**src/rbls_pkg.sv**
```systemverilog
// ----------------------------------------------------------------------------
// rbls_pkg
// Shared constants and codes for the ring buffer line splitter.
// ----------------------------------------------------------------------------
package rbls_pkg;

    // Request codes on the input channel
    localparam logic ACT_PUSH = 1'b0;
    localparam logic ACT_POP  = 1'b1;

    // Line terminator
    localparam logic [7:0] NEWLINE_BYTE = 8'h0A;

    // Result status codes
    typedef enum logic [1:0] {
        ST_PUSH_OK   = 2'd0,
        ST_OVERFLOW  = 2'd1,
        ST_LINE_BYTE = 2'd2,
        ST_NO_LINE   = 2'd3
    } t_status;

endpackage : rbls_pkg

```
**src/rbls_if.sv**
```systemverilog
// ----------------------------------------------------------------------------
// rbls_in_if / rbls_out_if
// Valid/ready channels carrying requests into and results out of the splitter.
// ----------------------------------------------------------------------------
interface rbls_in_if;
    logic       valid;
    logic       ready;
    logic       action;
    logic [7:0] data_byte;

    modport source (output valid, output action, output data_byte, input ready);
    modport sink   (input valid, input action, input data_byte, output ready);
endinterface : rbls_in_if

interface rbls_out_if;
    logic       valid;
    logic       ready;
    logic [1:0] status;
    logic [7:0] line_byte;
    logic       last;

    modport source (output valid, output status, output line_byte, output last,
                     input ready);
    modport sink   (input valid, input status, input line_byte, input last,
                    output ready);
endinterface : rbls_out_if

```
**src/rbls_mem.sv**
```systemverilog
// ----------------------------------------------------------------------------
// rbls_mem
// Byte store: one write port, one read port, registered read data.
// ----------------------------------------------------------------------------
module rbls_mem #(
    parameter int DEPTH = 64,
    parameter int AW    = 6
) (
    input  logic          i_clk,
    input  logic          i_wr_en,
    input  logic [AW-1:0] i_wr_addr,
    input  logic [7:0]    i_wr_data,
    input  logic          i_rd_en,
    input  logic [AW-1:0] i_rd_addr,
    output logic [7:0]    o_rd_data
);

    logic [7:0] mem [DEPTH];
    logic [7:0] r_rd_data;

    always_ff @(posedge i_clk) begin
        if (i_wr_en) begin
            mem[i_wr_addr] <= i_wr_data;
        end
        // hold read data until the next read
        if (i_rd_en) begin
            r_rd_data <= mem[i_rd_addr];
        end
    end

    assign o_rd_data = r_rd_data;

endmodule : rbls_mem

```
**src/rbls_ctrl.sv**
```systemverilog
// ----------------------------------------------------------------------------
// rbls_ctrl
// Pointer and count keeping, pop sequencing and the result register.
// ----------------------------------------------------------------------------
module rbls_ctrl #(
    parameter int CAPACITY = 64,
    parameter int AW       = 6,
    parameter int CW       = 7
) (
    input  logic          i_clk,
    input  logic          i_rst_n,
    rbls_in_if.sink       i_in,
    rbls_out_if.source    o_out,
    output logic          o_wr_en,
    output logic [AW-1:0] o_wr_addr,
    output logic [7:0]    o_wr_data,
    output logic          o_rd_en,
    output logic [AW-1:0] o_rd_addr,
    input  logic [7:0]    i_rd_data
);
    import rbls_pkg::*;

    typedef enum logic {
        S_IDLE,
        S_POP
    } t_state;

    localparam logic [AW-1:0] LAST_POS = AW'(CAPACITY - 1);
    localparam logic [CW-1:0] FULL_CNT = CW'(CAPACITY);

    t_state        r_state;
    logic [AW-1:0] r_wr_pos;
    logic [AW-1:0] r_rd_pos;
    logic [CW-1:0] r_fill;
    logic [CW-1:0] r_nl_cnt;
    logic          r_out_valid;
    t_status       r_out_status;
    logic [7:0]    r_out_byte;
    logic          r_out_last;

    logic out_free;
    logic in_ready;
    logic in_acc;
    logic is_full;
    logic rd_is_nl;

    function automatic logic [AW-1:0] advance(input logic [AW-1:0] pos);
        return (pos == LAST_POS) ? '0 : pos + AW'(1);
    endfunction

    always_comb begin
        out_free = !r_out_valid || o_out.ready;
        in_ready = (r_state == S_IDLE) && out_free;
        in_acc   = i_in.valid && in_ready;
        is_full  = (r_fill == FULL_CNT);
        rd_is_nl = (i_rd_data == NEWLINE_BYTE);
    end

    assign i_in.ready = in_ready;

    assign o_wr_en   = in_acc && (i_in.action == ACT_PUSH) && !is_full;
    assign o_wr_addr = r_wr_pos;
    assign o_wr_data = i_in.data_byte;
    // issue the first read on pop acceptance, then one per loaded byte
    assign o_rd_en   = (in_acc && (i_in.action == ACT_POP) && (r_nl_cnt != '0))
                     || ((r_state == S_POP) && out_free && !rd_is_nl);
    assign o_rd_addr = r_rd_pos;

    assign o_out.valid     = r_out_valid;
    assign o_out.status    = r_out_status;
    assign o_out.line_byte = r_out_byte;
    assign o_out.last      = r_out_last;

    always_ff @(posedge i_clk) begin
        if (!i_rst_n) begin
            r_state     <= S_IDLE;
            r_wr_pos    <= '0;
            r_rd_pos    <= '0;
            r_fill      <= '0;
            r_nl_cnt    <= '0;
            r_out_valid <= 1'b0;
        end else begin
            case (r_state)
                S_IDLE: begin
                    if (in_acc) begin
                        r_out_byte  <= '0;
                        r_out_last  <= 1'b1;
                        if (i_in.action == ACT_PUSH) begin
                            r_out_valid <= 1'b1;
                            if (is_full) begin
                                r_out_status <= ST_OVERFLOW;
                            end else begin
                                r_out_status <= ST_PUSH_OK;
                                r_wr_pos     <= advance(r_wr_pos);
                                r_fill       <= r_fill + CW'(1);
                                if (i_in.data_byte == NEWLINE_BYTE) begin
                                    r_nl_cnt <= r_nl_cnt + CW'(1);
                                end
                            end
                        end else if (r_nl_cnt == '0) begin
                            r_out_valid  <= 1'b1;
                            r_out_status <= ST_NO_LINE;
                        end else begin
                            // first byte comes back next cycle
                            r_out_valid <= 1'b0;
                            r_rd_pos    <= advance(r_rd_pos);
                            r_fill      <= r_fill - CW'(1);
                            r_state     <= S_POP;
                        end
                    end else if (o_out.ready) begin
                        r_out_valid <= 1'b0;
                    end
                end
                S_POP: begin
                    if (out_free) begin
                        r_out_valid  <= 1'b1;
                        r_out_status <= ST_LINE_BYTE;
                        r_out_byte   <= i_rd_data;
                        r_out_last   <= rd_is_nl;
                        if (rd_is_nl) begin
                            r_nl_cnt <= r_nl_cnt - CW'(1);
                            r_state  <= S_IDLE;
                        end else begin
                            r_rd_pos <= advance(r_rd_pos);
                            r_fill   <= r_fill - CW'(1);
                        end
                    end
                end
                default: begin
                    r_state <= S_IDLE;
                end
            endcase
        end
    end

    a_fill_bound: assert property (@(posedge i_clk) disable iff (!i_rst_n)
        r_fill <= FULL_CNT)
        else $error("fill count exceeds capacity");

    a_nl_le_fill: assert property (@(posedge i_clk) disable iff (!i_rst_n)
        (r_state == S_IDLE) |-> (r_nl_cnt <= r_fill))
        else $error("more newlines than stored bytes");

    a_pop_has_line: assert property (@(posedge i_clk) disable iff (!i_rst_n)
        (r_state == S_POP) |-> (r_nl_cnt != '0))
        else $error("line pop in progress with no newline stored");

    a_pop_start: assert property (@(posedge i_clk) disable iff (!i_rst_n)
        (in_acc && (i_in.action == ACT_POP) && (r_nl_cnt != '0))
        |=> ((r_state == S_POP) && !r_out_valid))
        else $error("pop with a line did not start the read sequence");

    a_no_write_in_pop: assert property (@(posedge i_clk) disable iff (!i_rst_n)
        (r_state == S_POP) |-> !o_wr_en)
        else $error("store written during a line pop");

endmodule : rbls_ctrl

```
**src/ring_buffer_line_splitter_top.sv**
```systemverilog
// A byte ring of CAPACITY entries that collects a text stream and returns it as
// complete newline-terminated lines. Each input transaction is a push (append
// one byte) or a pop (remove the oldest complete line). A push always yields
// one result, accepted or overflow (byte dropped when the ring is full), and
// pushes can stream at one byte per clock while the sink is ready. A pop with
// no complete line stored yields a single no-line result. A pop with a line
// of L bytes (newline included) first reads the byte store, then yields L
// line-byte results, one byte per cycle while the sink is ready, with last
// set on the newline. The byte store has a single read port with registered
// read data; no new request is taken while a line is being emitted. Results go
// through an output register, so a stalled sink holds the pipeline without
// losing data. The store is not cleared at reset; only bytes that were pushed
// are ever read back.
// ----------------------------------------------------------------------------
// ring_buffer_line_splitter_top
// Top level: byte store memory plus pointer/count control.
// ----------------------------------------------------------------------------
module ring_buffer_line_splitter_top #(
    parameter int CAPACITY = 64
) (
    input  logic        i_clk,
    input  logic        i_rst_n,
    rbls_in_if.sink     i_in,
    rbls_out_if.source  o_out
);
    import rbls_pkg::*;

    // pointer width covers entries 0..CAPACITY-1, count width covers CAPACITY
    localparam int AW = $clog2(CAPACITY);
    localparam int CW = $clog2(CAPACITY + 1);

    logic          wr_en;
    logic [AW-1:0] wr_addr;
    logic [7:0]    wr_data;
    logic          rd_en;
    logic [AW-1:0] rd_addr;
    logic [7:0]    rd_data;

    // Control: accept transactions, advance pointers, sequence line pops
    rbls_ctrl #(
        .CAPACITY (CAPACITY),
        .AW       (AW),
        .CW       (CW)
    ) u_ctrl (
        .i_clk     (i_clk),
        .i_rst_n   (i_rst_n),
        .i_in      (i_in),
        .o_out     (o_out),
        .o_wr_en   (wr_en),
        .o_wr_addr (wr_addr),
        .o_wr_data (wr_data),
        .o_rd_en   (rd_en),
        .o_rd_addr (rd_addr),
        .i_rd_data (rd_data)
    );

    // Byte store: write on push, read one byte a cycle during a pop while the sink is ready
    rbls_mem #(
        .DEPTH (CAPACITY),
        .AW    (AW)
    ) u_mem (
        .i_clk     (i_clk),
        .i_wr_en   (wr_en),
        .i_wr_addr (wr_addr),
        .i_wr_data (wr_data),
        .i_rd_en   (rd_en),
        .i_rd_addr (rd_addr),
        .o_rd_data (rd_data)
    );

    // Catch the newline definition drifting from the code 0x0A
    a_nl_code: assert property (@(posedge i_clk) disable iff (!i_rst_n)
        (wr_en && (wr_data == NEWLINE_BYTE)) |-> (i_in.data_byte == 8'h0A))
        else $error("newline code mismatch on store write");

endmodule : ring_buffer_line_splitter_top
```
**src/flat_wrapper.sv**
```systemverilog
// flat-port wrapper written by rule: the top's interface ports become plain ports
module ring_buffer_line_splitter_top_flat import rbls_pkg::*;
#(
    parameter int CAPACITY = 64
)
  (i_clk, i_rst_n, i_in_valid, i_in_action, i_in_data_byte, i_in_ready, o_out_valid, o_out_status, o_out_line_byte, o_out_last, o_out_ready);
  rbls_in_if i_in_i ();
  rbls_out_if o_out_i ();
  input  logic i_clk;
  input  logic i_rst_n;
  input wire logic [$bits(i_in_i.valid)-1:0] i_in_valid;
  input wire logic [$bits(i_in_i.action)-1:0] i_in_action;
  input wire logic [$bits(i_in_i.data_byte)-1:0] i_in_data_byte;
  output wire logic [$bits(i_in_i.ready)-1:0] i_in_ready;
  output wire logic [$bits(o_out_i.valid)-1:0] o_out_valid;
  output wire logic [$bits(o_out_i.status)-1:0] o_out_status;
  output wire logic [$bits(o_out_i.line_byte)-1:0] o_out_line_byte;
  output wire logic [$bits(o_out_i.last)-1:0] o_out_last;
  input wire logic [$bits(o_out_i.ready)-1:0] o_out_ready;
  assign i_in_i.valid = i_in_valid;
  assign i_in_i.action = i_in_action;
  assign i_in_i.data_byte = i_in_data_byte;
  assign i_in_ready = i_in_i.ready;
  assign o_out_valid = o_out_i.valid;
  assign o_out_status = o_out_i.status;
  assign o_out_line_byte = o_out_i.line_byte;
  assign o_out_last = o_out_i.last;
  assign o_out_i.ready = o_out_ready;
  ring_buffer_line_splitter_top #(.CAPACITY(CAPACITY)) u_core (.i_clk(i_clk), .i_rst_n(i_rst_n), .i_in(i_in_i), .o_out(o_out_i));
endmodule
```
**config.mk**
```make
export PLATFORM = sky130hd
export DESIGN_NAME = ring_buffer_line_splitter_top_flat
export DESIGN_NICKNAME = d
export VERILOG_FILES = /design/src/rbls_pkg.sv /design/src/rbls_if.sv /design/src/rbls_mem.sv /design/src/rbls_ctrl.sv /design/src/ring_buffer_line_splitter_top.sv /design/src/flat_wrapper.sv
export SDC_FILE = /design/constraint.sdc
export NUM_CORES = 1
export LEC_CHECK = 0
export BUFFER_PORTS_ARGS = -buffer_cell sky130_fd_sc_hd__buf_2
export CAP_MARGIN = 20
export CORE_MARGIN = 1.5
export CORE_UTILIZATION = 41
export DETAILED_ROUTE_END_ITERATION = 10
export PLACE_DENSITY = 0.65
export SLEW_MARGIN = 10
export SYNTH_ARGS = -nofsm -noshare
export SYNTH_HDL_FRONTEND = slang
export SYNTH_SLANG_ARGS = --single-unit
```
**constraint.sdc**
```tcl
create_clock -name i_clk -period 3.2 [get_ports i_clk]
set_input_delay 0.32 -clock i_clk [delete_from_list [all_inputs] [get_ports i_clk]]
set_output_delay 0.32 -clock i_clk [all_outputs]
set_load 0.02 [all_outputs]
```
==> results.cfg <==
[status]
run_status = finished clean

[finish]
insertedDiodeCount = 0
nets = 1303
fraction_of_final_layout_cells_with_drive_strength_greater_than_1_pct = 21.5
final_cell_mix = sky130_fd_sc_hd__edfxtp_1, sky130_fd_sc_hd__nor2_1, sky130_fd_sc_hd__mux4_2, sky130_fd_sc_hd__buf_4, sky130_fd_sc_hd__clkbuf_16
area.growth.synth_to_final_pct = 13.9
layout_commonest_cell = sky130_fd_sc_hd__edfxtp_1

[worst_setup_path]
worstReg2RegEnd = u_core.u_mem.mem[7][3]
critical_path.endpoint_type = register
regToRegSetupSlack_ps = 470
critPathArrivalTime_ps = 2950
crit_path_start_kind = register
worstPathRequired_ps = 3420
rr_startpoint = u_core.u_ctrl.r_fill[0]
worst_reg2reg_path_depth = 5
critical-path-slowest-cell = sky130_fd_sc_hd__nor2_1
cp_slowest_stage_delay_ps = 730
critical_path_class = register to register
cp_cell_sequence = inv_1 > ha_1 > a31oi_2 > nand2_1 > nor2_1
timing.critical_path.fanout_max = 10

[detailed_routing]
drc = 0
first_drt_pass_iteration_count = 5
overall_via_count_from_detail_route = 11400
detailedRoute.firstIterationViolations = 1341
routed_wire_length_per_instance_microns = 24.5
detail-route-antenna-nets = 0
routed_wirelength_microns = 49400
avgViaCountPerCell = 5.67

[cts]
cts_buffer_depth = 3
tritoncts = built
clk_pin_slew_ps = 60
clock_sinks = 559
clk_root_buffer_cell = sky130_fd_sc_hd__clkbuf_16
numCtsBuffers = 55
cts-htree-levels = 2
clock_insertion_delay_worst_skew_ps = 610
cts.repair.resized = 0

[timing]
maxSlewHeadroom_pct = 40.1
rsz_0062_raised_after_global_routing = false
achievable-frequency_ghz = 0.366
hold_violations = 0
timing.final.crit_share_pct = 85.4
tightestPinTransition_ps = 894
final.setup.tns_ps = 0
setup_viol = 0
skew_ps = 33.2
period_minus_slack_ps = 2730
pins_over_their_slew_limit = 0
post-route-worst-setup-slack_ps = 466

[global_route]
grt_overflow_total = 0
grt_first_pass_wirelength_microns = 74700
pin_count_of_the_biggest_net_entering_global_routing = 65
grt_pass1_vias = 11600
antenna_found_initial = 1
track_usage_pct = 18.0

[yosys]
synth.ff_latch_count = 559
syn_area_sq_um = 22300
yosysSeqAreaShare_pct = 74.1
synth.distinct_cells = 60
ys_async_sr_fraction_pct = 0
synth.yosys.warnings = 0
synthFlopType = sky130_fd_sc_hd__edfxtp_1
synth_nets = 1190
synth_enable_flop_cells = 531
synth_top_area_share_pct = 71.5
yosys.area.top_type = sky130_fd_sc_hd__edfxtp_1
synthTopCellsByArea = sky130_fd_sc_hd__edfxtp_1, sky130_fd_sc_hd__mux4_2, sky130_fd_sc_hd__mux4_1
synth_cells = 1166
post_synth.cell_area_avg_sq_um = 19.1

[hold_path]
hold_start = i_in_valid
hold_crit_path_type = primary input to register
timing.hold.worst_path_depth = 3
whs_endpoint = u_core.u_ctrl.r_state

[placed_design]
place_ws_ps = 471
port_buffer_cells = 25
detailedPlacementHpwl_microns = 30600
finalWeightedCongestion = 0.840

[die]
io-pin-count = 26
fp.dieArea_sq_um = 55800
core_sq_um = 53800
start_util_pct = 41.4
die_boundary_height_microns = 236
fp.dieW_microns = 236
placement_rows = 85

[power]
ratio_of_total_power_to_cell_area_nw_per_um2 = 568
ir_worst_vdd_mv = 0.444
leakage_nw = 7.94

[run]
maxCapViolCount = 0
[flip-flops by register name, summed over array words and instances (netlist names)]
register / count
u_core.u_ctrl.r_nl_cnt: 7
u_core.u_ctrl.r_state: 1
u_core.u_ctrl.o_rd_addr: 6
u_core.u_mem.mem: 512
u_core.u_ctrl.o_wr_addr: 6
u_core.u_ctrl.o_out.line_byte: 8
u_core.u_mem.o_rd_data: 8
u_core.u_ctrl.o_out.last: 1
u_core.u_ctrl.r_fill: 7
u_core.u_ctrl.o_out.valid: 1
u_core.u_ctrl.o_out.status: 2
[worst max-delay path, delay by kind of cell (launching register included)]
family,cells,cell delay (ps)
and+or+nand+nor,2,1180
adders and majority gates,1,240
DFF,1,360
buffers and inverters,1,100
AOI/OAI and AO/OA,1,480
[final cells by class]
type                    count  area [sq um]
fillers                  4422         28400
flip-flops and latches    559         16500
multi-input cells         533          5360
clock buffers              67          1440
repair buffers            116           886
well taps                 696           871
clock inverters            35           256
inverters                  14          52.6
[timing repair]
| item | in CTS | in global routing |
|---|---|---|
| buffers inserted | 0 | 0 |
| hold buffers | 1 | 0 |
| endpoints found under the hold margin | 1 | 0 |
[through the flow]
| step | cells | util (%) | hold slack [ps] | power [W] | instance area [sq um] |
|---|---|---|---|---|---|
| CTS | 2020 | 47.2 | 38.7 | 0.0145 | 25400 |
| global placement | 1917 | 44.0 | 499 | 0.00846 | 23700 |
| floorplan | 1166 | - | 419 | 0.00828 | 22300 |
| finish | 2020 | 47.2 | 70.7 | 0.0144 | 25400 |
| global route | 2020 | 47.2 | 51.8 | 0.0148 | 25400 |
| detailed placement | 1917 | 44.0 | 511 | 0.00847 | 23700 |
[cells in the mapped netlist, drive strengths merged (2+ instances only)]
master	count
o21ai	13
nand2b	3
a31oi	6
a22oi	34
mux4	112
nand4	2
and2	15
dfxtp	28
a221oi	7
and3	7
o311ai	3
clkbuf	23
o21a	2
mux2i	37
ha	10
inv	12
nand3	8
or3b	2
xor2	3
nor4b	3
a211oi	6
a211o	8
nand3b	5
nor3	6
nor2	89
nor2b	10
o221ai	19
buf	37
a22o	10
clkinv	2
a21oi	48
o31ai	3
a41oi	2
nor4	3
nor3b	2
xnor2	5
nand2	29
edfxtp	531
or3	10
[cell families after synthesis]
group	count (synthesis)	share of synthesized area, %
AND/OR/NAND/NOR	198	4.33
adder cells (fa/ha/maj)	11	0.651
multiplexers	149	13.4
AO/OA/AOI/OAI	167	5.32
flip-flops	559	74.1
XOR/XNOR	8	0.314
buffers and inverters	74	1.90
[worst max-delay path by stage]
stage | start | end | slack [ps] | depth (start not counted)
global placement | o_out_ready | u_core.u_mem.mem[7][0] | 540 | 6
floorplan | u_core.u_ctrl.r_fill[0] | u_core.u_mem.mem[59][0] | 950 | 6
CTS | u_core.u_ctrl.r_fill[0] | u_core.u_mem.mem[7][5] | 470 | 5
finish | u_core.u_ctrl.r_fill[0] | u_core.u_mem.mem[7][3] | 470 | 5
global route | u_core.u_ctrl.r_fill[0] | u_core.u_mem.mem[57][0] | 340 | 7
detailed placement | o_out_ready | u_core.u_mem.mem[7][1] | 470 | 6
[report_power, final]
part | switching, W | internal (W) | total [W] | leakage (nW)
Combinational | 0.000214 | 0.0000629 | 0.000277 | 2.11
Sequential | 0.0000151 | 0.00802 | 0.00803 | 5.00
Clock | 0.00267 | 0.00344 | 0.00610 | 0.824
[routing by layer]
metal	up-vias	track usage (%)	share of wire, %
met2	410	28.4	48
met1	5927	26.1	43
met5	-	0	0
li1	5041	-	-
met3	70	2.25	6.5
met4	0	5.57	2.5
(Power assumes the default switching activity.)
